## src/rtl/bbd_pkg.sv

```systemverilog
// Shared types and constants of the bilinear demosaic unit
package bbd_pkg;
	localparam int PIX_W  = 8;
	localparam int FW_W   = 13;
	localparam int FH_W   = 16;
	localparam int ROW_W  = 16;
	localparam int OCOL_W = 12;
	localparam int COL_W  = 14;
	localparam int CFG_W  = 16;
	localparam int IDX_W  = 1;

	typedef enum logic [IDX_W-1:0] {
		REG_FRAME_WIDTH  = 1'b0,
		REG_FRAME_HEIGHT = 1'b1
	} reg_idx_t;

	typedef struct packed {
		logic [ROW_W-1:0] row;
		logic [COL_W-1:0] col;
		logic [3:0]       mask;
		logic             row_is1;
		logic             col_is1;
	} emit_item_t;
endpackage

```

## src/rtl/bbd_rgb_if.sv

```systemverilog
// RGB result stream interface
interface bbd_rgb_if;
	import bbd_pkg::*;
	logic              valid;
	logic              ready;
	logic [PIX_W-1:0]  red;
	logic [PIX_W-1:0]  green;
	logic [PIX_W-1:0]  blue;
	logic [ROW_W-1:0]  out_row;
	logic [OCOL_W-1:0] out_col;
	logic              last_of_run;
	logic              frame_done;
	modport source (output valid, output red, output green, output blue, output out_row,
		output out_col, output last_of_run, output frame_done, input ready);
	modport sink (input valid, input red, input green, input blue, input out_row,
		input out_col, input last_of_run, input frame_done, output ready);
endinterface

```

## src/rtl/bbd_emit.sv

```systemverilog
// Neighbour window, result sequencer and output register
module bbd_emit (
	input  logic                      clk,
	input  logic                      arst_n,
	input  logic                      load,
	input  bbd_pkg::emit_item_t       item,
	input  logic [bbd_pkg::PIX_W-1:0] top,
	input  logic [bbd_pkg::PIX_W-1:0] mid,
	input  logic [bbd_pkg::PIX_W-1:0] px,
	output logic                      take_ok,
	bbd_rgb_if.source                 rgb
);
	import bbd_pkg::*;

	logic [2:0][2:0][PIX_W-1:0] win_q;
	emit_item_t                 item_q;
	logic [3:0]                 mask_q;
	logic                       out_go;
	logic [1:0]                 k;
	logic [1:0]                 wi, wj, ui, di, lj, rj;
	logic                       top_f, left_f;
	logic [3:0]                 rest;
	logic [ROW_W-1:0]           orow;
	logic [COL_W-1:0]           ocol;
	logic [PIX_W-1:0]           ctr, nu, nd, nl, nr, cul, cur, cdl, cdr;
	logic [9:0]                 orth, diag;
	logic [8:0]                 horz, vert;
	logic [PIX_W-1:0]           r_c, g_c, b_c;

	function automatic logic [PIX_W-1:0] pick(input logic [2:0][2:0][PIX_W-1:0] w,
		input logic [1:0] i, input logic [1:0] j);
		logic [PIX_W-1:0] v;
		v = '0;
		if (i < 2'd3 && j < 2'd3) begin
			v = w[i][j];
		end
		return v;
	endfunction

	assign out_go = !rgb.valid || rgb.ready;

	always_comb begin
		priority if (mask_q[0]) begin
			k = 2'd0;
		end else if (mask_q[1]) begin
			k = 2'd1;
		end else if (mask_q[2]) begin
			k = 2'd2;
		end else begin
			k = 2'd3;
		end
		wi     = k[1] ? 2'd2 : 2'd1;
		wj     = k[0] ? 2'd2 : 2'd1;
		top_f  = !k[1] && item_q.row_is1;
		left_f = !k[0] && item_q.col_is1;
		ui     = top_f ? wi + 2'd1 : wi - 2'd1;
		di     = k[1] ? wi - 2'd1 : wi + 2'd1;
		lj     = left_f ? wj + 2'd1 : wj - 2'd1;
		rj     = k[0] ? wj - 2'd1 : wj + 2'd1;
		orow   = k[1] ? item_q.row : item_q.row - ROW_W'(1);
		ocol   = k[0] ? item_q.col : item_q.col - COL_W'(1);
		rest   = mask_q & ~(4'b0001 << k);
		ctr    = pick(win_q, wi, wj);
		nu     = pick(win_q, ui, wj);
		nd     = pick(win_q, di, wj);
		nl     = pick(win_q, wi, lj);
		nr     = pick(win_q, wi, rj);
		cul    = pick(win_q, ui, lj);
		cur    = pick(win_q, ui, rj);
		cdl    = pick(win_q, di, lj);
		cdr    = pick(win_q, di, rj);
		horz   = 9'(nl) + 9'(nr);
		vert   = 9'(nu) + 9'(nd);
		orth   = 10'(horz) + 10'(vert);
		diag   = 10'(cul) + 10'(cur) + 10'(cdl) + 10'(cdr);
		unique case ({orow[0], ocol[0]})
			2'b00: begin
				r_c = ctr;        g_c = orth[9:2]; b_c = diag[9:2];
			end
			2'b01: begin
				g_c = ctr;        r_c = horz[8:1]; b_c = vert[8:1];
			end
			2'b10: begin
				g_c = ctr;        r_c = vert[8:1]; b_c = horz[8:1];
			end
			default: begin
				b_c = ctr;        g_c = orth[9:2]; r_c = diag[9:2];
			end
		endcase
	end

	assign take_ok = (mask_q == 4'b0000) || (out_go && rest == 4'b0000);

	always_ff @(posedge clk or negedge arst_n) begin
		if (!arst_n) begin
			win_q     <= '0;
			mask_q    <= '0;
			rgb.valid <= 1'b0;
		end else begin
			if (out_go) begin
				rgb.valid <= (mask_q != 4'b0000);
				if (mask_q != 4'b0000) begin
					mask_q <= rest;
				end
			end
			if (load) begin
				for (int i = 0; i < 3; i++) begin
					win_q[i][0] <= win_q[i][1];
					win_q[i][1] <= win_q[i][2];
				end
				win_q[0][2] <= top;
				win_q[1][2] <= mid;
				win_q[2][2] <= px;
				mask_q      <= item.mask;
			end
		end
	end

	always_ff @(posedge clk) begin
		if (load) begin
			item_q <= item;
		end
		if (out_go && mask_q != 4'b0000) begin
			rgb.red         <= r_c;
			rgb.green       <= g_c;
			rgb.blue        <= b_c;
			rgb.out_row     <= orow;
			rgb.out_col     <= OCOL_W'(ocol);
			rgb.last_of_run <= (rest == 4'b0000);
			rgb.frame_done  <= (k == 2'd3);
		end
	end
endmodule

```

## src/flat_wrapper.sv

```systemverilog
// flat-port wrapper written by rule: the top's interface ports become plain ports
module bbd_emit_flat import bbd_pkg::*;
  (clk, arst_n, load, item, top, mid, px, take_ok, rgb_valid, rgb_red, rgb_green, rgb_blue, rgb_out_row, rgb_out_col, rgb_last_of_run, rgb_frame_done, rgb_ready);
  bbd_rgb_if rgb_i ();
  input  logic clk;
  input  logic arst_n;
  input  logic load;
  input  bbd_pkg::emit_item_t item;
  input  logic [bbd_pkg::PIX_W-1:0] top;
  input  logic [bbd_pkg::PIX_W-1:0] mid;
  input  logic [bbd_pkg::PIX_W-1:0] px;
  output logic take_ok;
  output wire logic [$bits(rgb_i.valid)-1:0] rgb_valid;
  output wire logic [$bits(rgb_i.red)-1:0] rgb_red;
  output wire logic [$bits(rgb_i.green)-1:0] rgb_green;
  output wire logic [$bits(rgb_i.blue)-1:0] rgb_blue;
  output wire logic [$bits(rgb_i.out_row)-1:0] rgb_out_row;
  output wire logic [$bits(rgb_i.out_col)-1:0] rgb_out_col;
  output wire logic [$bits(rgb_i.last_of_run)-1:0] rgb_last_of_run;
  output wire logic [$bits(rgb_i.frame_done)-1:0] rgb_frame_done;
  input wire logic [$bits(rgb_i.ready)-1:0] rgb_ready;
  assign rgb_valid = rgb_i.valid;
  assign rgb_red = rgb_i.red;
  assign rgb_green = rgb_i.green;
  assign rgb_blue = rgb_i.blue;
  assign rgb_out_row = rgb_i.out_row;
  assign rgb_out_col = rgb_i.out_col;
  assign rgb_last_of_run = rgb_i.last_of_run;
  assign rgb_frame_done = rgb_i.frame_done;
  assign rgb_i.ready = rgb_ready;
  bbd_emit u_core (.clk(clk), .arst_n(arst_n), .load(load), .item(item), .top(top), .mid(mid), .px(px), .take_ok(take_ok), .rgb(rgb_i));
endmodule
```

## config.mk

```make
export PLATFORM = sky130hd
export DESIGN_NAME = bbd_emit_flat
export DESIGN_NICKNAME = d
export VERILOG_FILES = /design/src/rtl/bbd_pkg.sv /design/src/rtl/bbd_rgb_if.sv /design/src/rtl/bbd_emit.sv /design/src/flat_wrapper.sv
export SDC_FILE = /design/constraint.sdc
export NUM_CORES = 1
export LEC_CHECK = 0
export ABC_AREA = 1
export BUFFER_PORTS_ARGS = -buffer_cell sky130_fd_sc_hd__buf_4
export CORE_AREA = 2 2 137 139
export CTS_BUF_LIST = sky130_fd_sc_hd__clkbuf_8
export DETAILED_ROUTE_END_ITERATION = 8
export DIE_AREA = 0 0 139 141
export PLACE_DENSITY = 0.81
export SYNTH_ARGS = -nofsm -noshare
export SYNTH_HDL_FRONTEND = slang
export SYNTH_SLANG_ARGS = --single-unit
```

## constraint.sdc

```tcl
create_clock -name clk -period 7.19 [get_ports clk]
set_input_delay 0.3595 -clock clk [delete_from_list [all_inputs] [get_ports clk]]
set_output_delay 0.3595 -clock clk [all_outputs]
set_load 0.005 [all_outputs]
```

## After elaboration in Yosys (flattened, before gate mapping)

Cells that the tools add are included.

- Shift operators: 1
- Muxes and demuxes: 50
- $lt $le $gt $ge: 12
- Reduce and logical (&&, ||, !) cells: 26
- Bitwise logic cells: 2
- Equality and inequality tests: 3
- $add $sub $neg: 12

Operator list:

| cell | number |
|---|---|
| $mux W8 | 19 |
| $bmux W24 S2 | 3 |
| $bmux W8 S2 | 9 |
| $mux W24 | 3 |
| $pmux W8 S3 | 2 |
| $add A8 B8 Y9 | 3 |
| $add A10 B8 Y10 | 2 |
| $lt A2 B3 Y1 const B | 6 |
| $mux W16 | 1 |
| $mux W2 | 8 |
| $sub A16 B1 Y16 const B | 1 |
| $logic_and A1 B1 Y1 | 13 |
| $lt A2 B2 Y1 const B | 6 |
| $mux W12 | 1 |
| $mux W4 | 3 |
| $sub A12 B1 Y12 const B | 1 |
| $add A9 B9 Y10 | 1 |
| $logic_not A4 Y1 | 2 |
| $add A2 B1 Y2 const B | 2 |
| $and A4 B4 Y4 | 1 |
| $eq A2 B2 Y1 const B | 2 |
| $not A4 Y4 | 1 |
| $reduce_bool A2 Y1 | 2 |
| $reduce_bool A4 Y1 | 1 |
| other kinds (9) | 13 |

- Input port bits: 64
- Word-level logic and storage cells: 128
- Register bits after elaboration: 161
- Output and inout bits: 56

## Depth between registers and ports, before layout

- Word-level depth: 15
- Gate-level depth with buffers: 30
- Mapped depth without buffers: 30

## Worst setup path before layout

No wires, ideal clock.

- Kind: register to register
- Start point: reg u_core.mask_q[0]
- End point: reg u_core.rgb.blue[6], data pin
- Path slack: 2.652 ns
- Path buffers: 2
- Required time: 6.933 ns
- Library setup time: 0.257 ns
- Arrival: 4.281 ns
- Stages on the path, launching flop included: 27
- Clock period less this slack: 4.538 ns
- Path through: dfrtp_1 -> nor2_2 -> buf_4 -> nor2_2 -> buf_2 -> a221oi_1 -> nor2_1 -> a221oi_1 -> ha_1 -> nand3_1 -> nand2_1 -> nand2_1 -> nand2_1 -> a21oi_1 -> nor2_1 -> nor2_1 -> nor2_1 -> nor2_1 -> xor2_1 -> fa_1 -> ha_1 -> nand2_1 -> nor2_1 -> a211oi_1 -> nand3_1 -> nand3_1 -> a21oi_1

- Cells in the longest elaborated chain, start to end: 13
- Elaborated cells between the ends (all ways): 74
- Those cells by class: add/sub (9); order compare (6); eq/ne (2); mux (43); reduce/logical (14)

RTL lines:

| what | RTL line | text |
|---|---|---|
| from (decl) | bbd_emit.sv:17 | `logic [3:0] mask_q;` |
| from (signal assigned) | bbd_emit.sv:103 | `mask_q <= rest;` |
| from (signal assigned) | bbd_emit.sv:114 | `mask_q <= item.mask;` |
| $mux W2 * | bbd_emit.sv:43 | `priority if (mask_q[0]) begin` |
| $mux W2 or $logic_not A1 Y1 (tied branches) | bbd_emit.sv:52, bbd_emit.sv:54 |  |
| $sub A2 B1 Y2 (tied with other cells) | bbd_emit.sv:56, bbd_emit.sv:57 |  |
| $mux W2 | bbd_emit.sv:56 | `ui = top_f ? wi + 2'd1 : wi - 2'd1;` |
| $bmux W24 S2 | bbd_emit.sv:35 | `v = w[i][j];` |
| $mux W24 (not written as such) | bbd_emit.sv:35 |  |
| $bmux W8 S2 | bbd_emit.sv:35 |  |
| $mux W8 (not written as such) | bbd_emit.sv:35 |  |
| $mux W8 | bbd_emit.sv:34 | `if (i < 2'd3 && j < 2'd3) begin` |
| $add A8 B8 Y9 | bbd_emit.sv:75 | `diag = 10'(cul) + 10'(cur) + 10'(cdl) + 10'(cdr);` |
| $add A10 B8 Y10 (2 in series) | bbd_emit.sv:75 |  |
| $pmux W8 S3 * | bbd_emit.sv:76 | `unique case ({orow[0], ocol[0]})` |
| named net u_core.b_c[6] | bbd_emit.sv:28 | `logic [PIX_W-1:0] r_c, g_c, b_c;` |
| to (signal assigned) | bbd_emit.sv:126 | `rgb.blue <= b_c;` |
| to (decl) | bbd_rgb_if.sv:13 | `modport source (output valid, output red, output green, output blue, output out_row,` |

Mark *: on every way through the listed nets, which the timed path passes. The rest lies on a longest branch. The select of a mux whose other input is x is not followed.
A chain may end at the register's enable or synchronous reset.

## Worst setup path in the final report

Same ends and word-level chain as after synthesis.

==> flow_summary.ini <==
[routing]
drtPass1Iterations = 5
postRouteAntennaNets = 0
drc = 0
wl_per_cell_um = 15.1
vias = 8250
wirelength_um = 22900
viasPerCell = 5.43
drt_iter0_drc = 589

[timing]
worstMarginPinSlew_ns = 1.07
finClkSkew_ns = 0.0127
period_minus_slack_ns = 5.37
drv_slew = 0
max_slew_margin_pct = 28.5
final-hold-violation-count = 0
rsz0062_at_grt = no
fmaxAchievable_mhz = 186
tns_ns = 0
fin_crit_sh_pct = 74.7
setup_viol = 0

[place]
port_buffers = 117
dp_hpwl_um = 16800
gp_congestion = 0.894

[clock_network]
cts_setup_buffers = 0
max-clock-path-buffers = 2
cts-root-buf = clkbuf_8
postCtsResizedCells = 0
htreeDepth = 4
path_clk_slew_ns = 0.10
cts.sinks = 161
cts_buffers = 17
cts_tree = built
cts_hold_buffers = 0
worstSkewPairLatency_ns = 0.47

[final_layout]
areaGrowthSynthToFinish_pct = 14.7
drive_gt1_share_pct = 14.2
nNetsFinal = 1393
n_antenna_cell = 0
layout_common_cells = nand2_1, inv_1, o21ai_0, buf_4, edfxtp_1
final_common_cell = nand2_1
fillers = 1580
multi_input_area_um2 = 4620
seq_area_um2 = 4450
fin_util_pct = 61.9

[critical_path]
startpoint_type = register
required_ns = 7.49
worstSetupPathType = register to register
crit_path_max_fanout = 39
cp.arrival_ns = 5.67
worstSetupEndpointType = register

[yosys]
netlist_instances = 1176
synth_warnings = 0
syn_area_um2 = 9860
synth_fp_nets = 1297
ys_ff_latch = 161
ys_seq_area_share_pct = 45.1
ys_types = 49
avgSynthCellArea_um2 = 8.39

[grt]
antenna_found_initial = 0
grt_max_degree = 125
grt_pass1_vias = 7649
grt_pass1_wl_um = 37300
gr-total-overflow = 0
grt_usage_pct = 23.7

[die]
die-area_um2 = 19600
rows = 50
start_util_pct = 54.0
die_x_um = 139
core_region_area_um2 = 18300
ios = 120
die_y_um = 141

[pwr]
leakage_nw = 5.31
cellPowerDensity_nw_per_um2 = 388
power_mw = 4.39
ir_drop_uv = 245

[worst_hold_path]
hold_path_class = input pin to asynchronous set/reset pin

[status]
status = finished, final reports clean

[job]
drv_cap = 0
==> cell families (layout without fill, tap and decap cells) <==
family                   count (synthesis)  after routing  synth area share, %
AND/OR/NAND/NOR                        412            412                 17.2
AO/OA/AOI/OAI                          283            283                 16.7
buffers and inverters                  211            320                 8.27
flip-flops                             161            161                 45.1
adder cells (fa/ha/maj)                 57             57                 8.07
XOR/XNOR                                48             48                 4.26
multiplexers                             4              4                0.406
==> cell type report <==
cell class / count / area share, %
inverters: 163 / 5.41
clock buffers: 17 / 2.07
well taps: 234 / 2.59
multi-input cells: 804 / 40.8
repair buffers: 125 / 8.29
clock inverters: 15 / 1.51
flip-flops and latches: 161 / 39.3
==> layer usage <==
layer	GRT usage [%]	share of wire [%]	up-vias
met5	0	0	-
met4	7.97	2.0	0
met3	5.10	7.7	39
met2	37.1	45	318
met1	33.3	45	3785
li1	-	-	4108
==> Yosys cell counts (all sizes together) <==
cell type / n / share of area (%)
o21ai: 159 / 8.1
inv: 161 / 6.1
a21oi: 51 / 2.7
nor3b: 3 / 0.28
fa: 11 / 2.2
nor4: 1 / 0.063
o31a: 1 / 0.089
clkbuf: 34 / 1.3
a21o: 1 / 0.076
edfxtp: 84 / 26
o21a: 1 / 0.076
o221ai: 10 / 0.89
a221oi: 16 / 1.5
a211oi: 5 / 0.38
or2: 2 / 0.13
a21boi: 1 / 0.076
nand4: 4 / 0.25
mux2i: 4 / 0.41
xor2: 32 / 2.8
nor2: 67 / 2.6
dfrtp: 77 / 20
xnor2: 16 / 1.4
clkinv: 2 / 0.076
o221a: 2 / 0.23
o211ai: 7 / 0.53
ha: 46 / 5.8
and2: 1 / 0.063
o22ai: 11 / 0.70
a221o: 2 / 0.20
o31ai: 5 / 0.38
buf: 14 / 0.77
nand3b: 2 / 0.15
nand2: 294 / 11
nand3: 28 / 1.5
nor3: 10 / 0.93
o21bai: 11 / 0.84
==> power breakdown <==
| group | switching, mW | internal [mW] | leakage (nW) | total, mW |
|---|---|---|---|---|
| Clock | 0.378 | 0.291 | 0.194 | 0.669 |
| Sequential | 0.0674 | 1.20 | 1.78 | 1.27 |
| Combinational | 1.49 | 0.964 | 3.34 | 2.46 |
| Total | 1.94 | 2.45 | 5.31 | 4.39 |
==> critical path, stage by stage (launching register included) <==
cell and delay (ns):
dfrtp_1 0.49, inv_2 0.13, nand2_2 0.61, nor2_1 0.12, a221oi_1 0.31, nor2_1 0.11, a221oi_1 0.47, ha_1 0.33
nand3_1 0.08, nand2_1 0.08, nand2_1 0.06, nand2_1 0.05, a21oi_1 0.21, nor2_1 0.07, nor2_1 0.09, nor2_1 0.05
nor2_1 0.13, xor2_1 0.21, fa_1 0.43, ha_1 0.33, nand2_1 0.09, nor2_1 0.05, a211oi_1 0.24, nand2_1 0.09
nand2_1 0.09, nand3_1 0.08, a21oi_1 0.18
==> stage by stage <==
stage,setup WS [ns],cell area (um2),std cells,hold WS (ns)
CTS,1.82,11300,1519,0.0368
global placement,2.02,10900,1487,0.454
finish,1.82,11300,1519,0.0386
detailed placement,1.88,10900,1487,0.465
global route,1.33,11300,1519,0.0289
floorplan,2.65,9860,1176,0.0639
==> registers in the layout, summed over array words and instances, names as in the netlist <==
signal / cells
u_core.rgb.valid: 1
u_core.win_q: 72
u_core.rgb.last_of_run: 1
u_core.rgb.blue: 8
u_core.rgb.out_col: 12
u_core.item_q: 30
u_core.rgb.red: 8
u_core.rgb.out_row: 16
u_core.mask_q: 4
u_core.rgb.green: 8
u_core.rgb.frame_done: 1
==> path summary, 6_finish.rpt <==
check / start / end / slack [ns] / cells past startpoint
max in group asynchronous: arst_n / u_core.win_q[31] / 6.50 / 1
min in group clk: item[12] / u_core.item_q[12] / 0.06 / 1
worst max-delay path: u_core.mask_q[0] / u_core.rgb.blue[6] / 1.82 / 26
worst min register to register: u_core.win_q[71] / u_core.win_q[63] / 0.49 / 2
worst max register to register: u_core.mask_q[0] / u_core.rgb.blue[6] / 1.82 / 26
worst min-delay path: arst_n / u_core.mask_q[3] / 0.04 / 1
(Power assumes the default switching activity.)
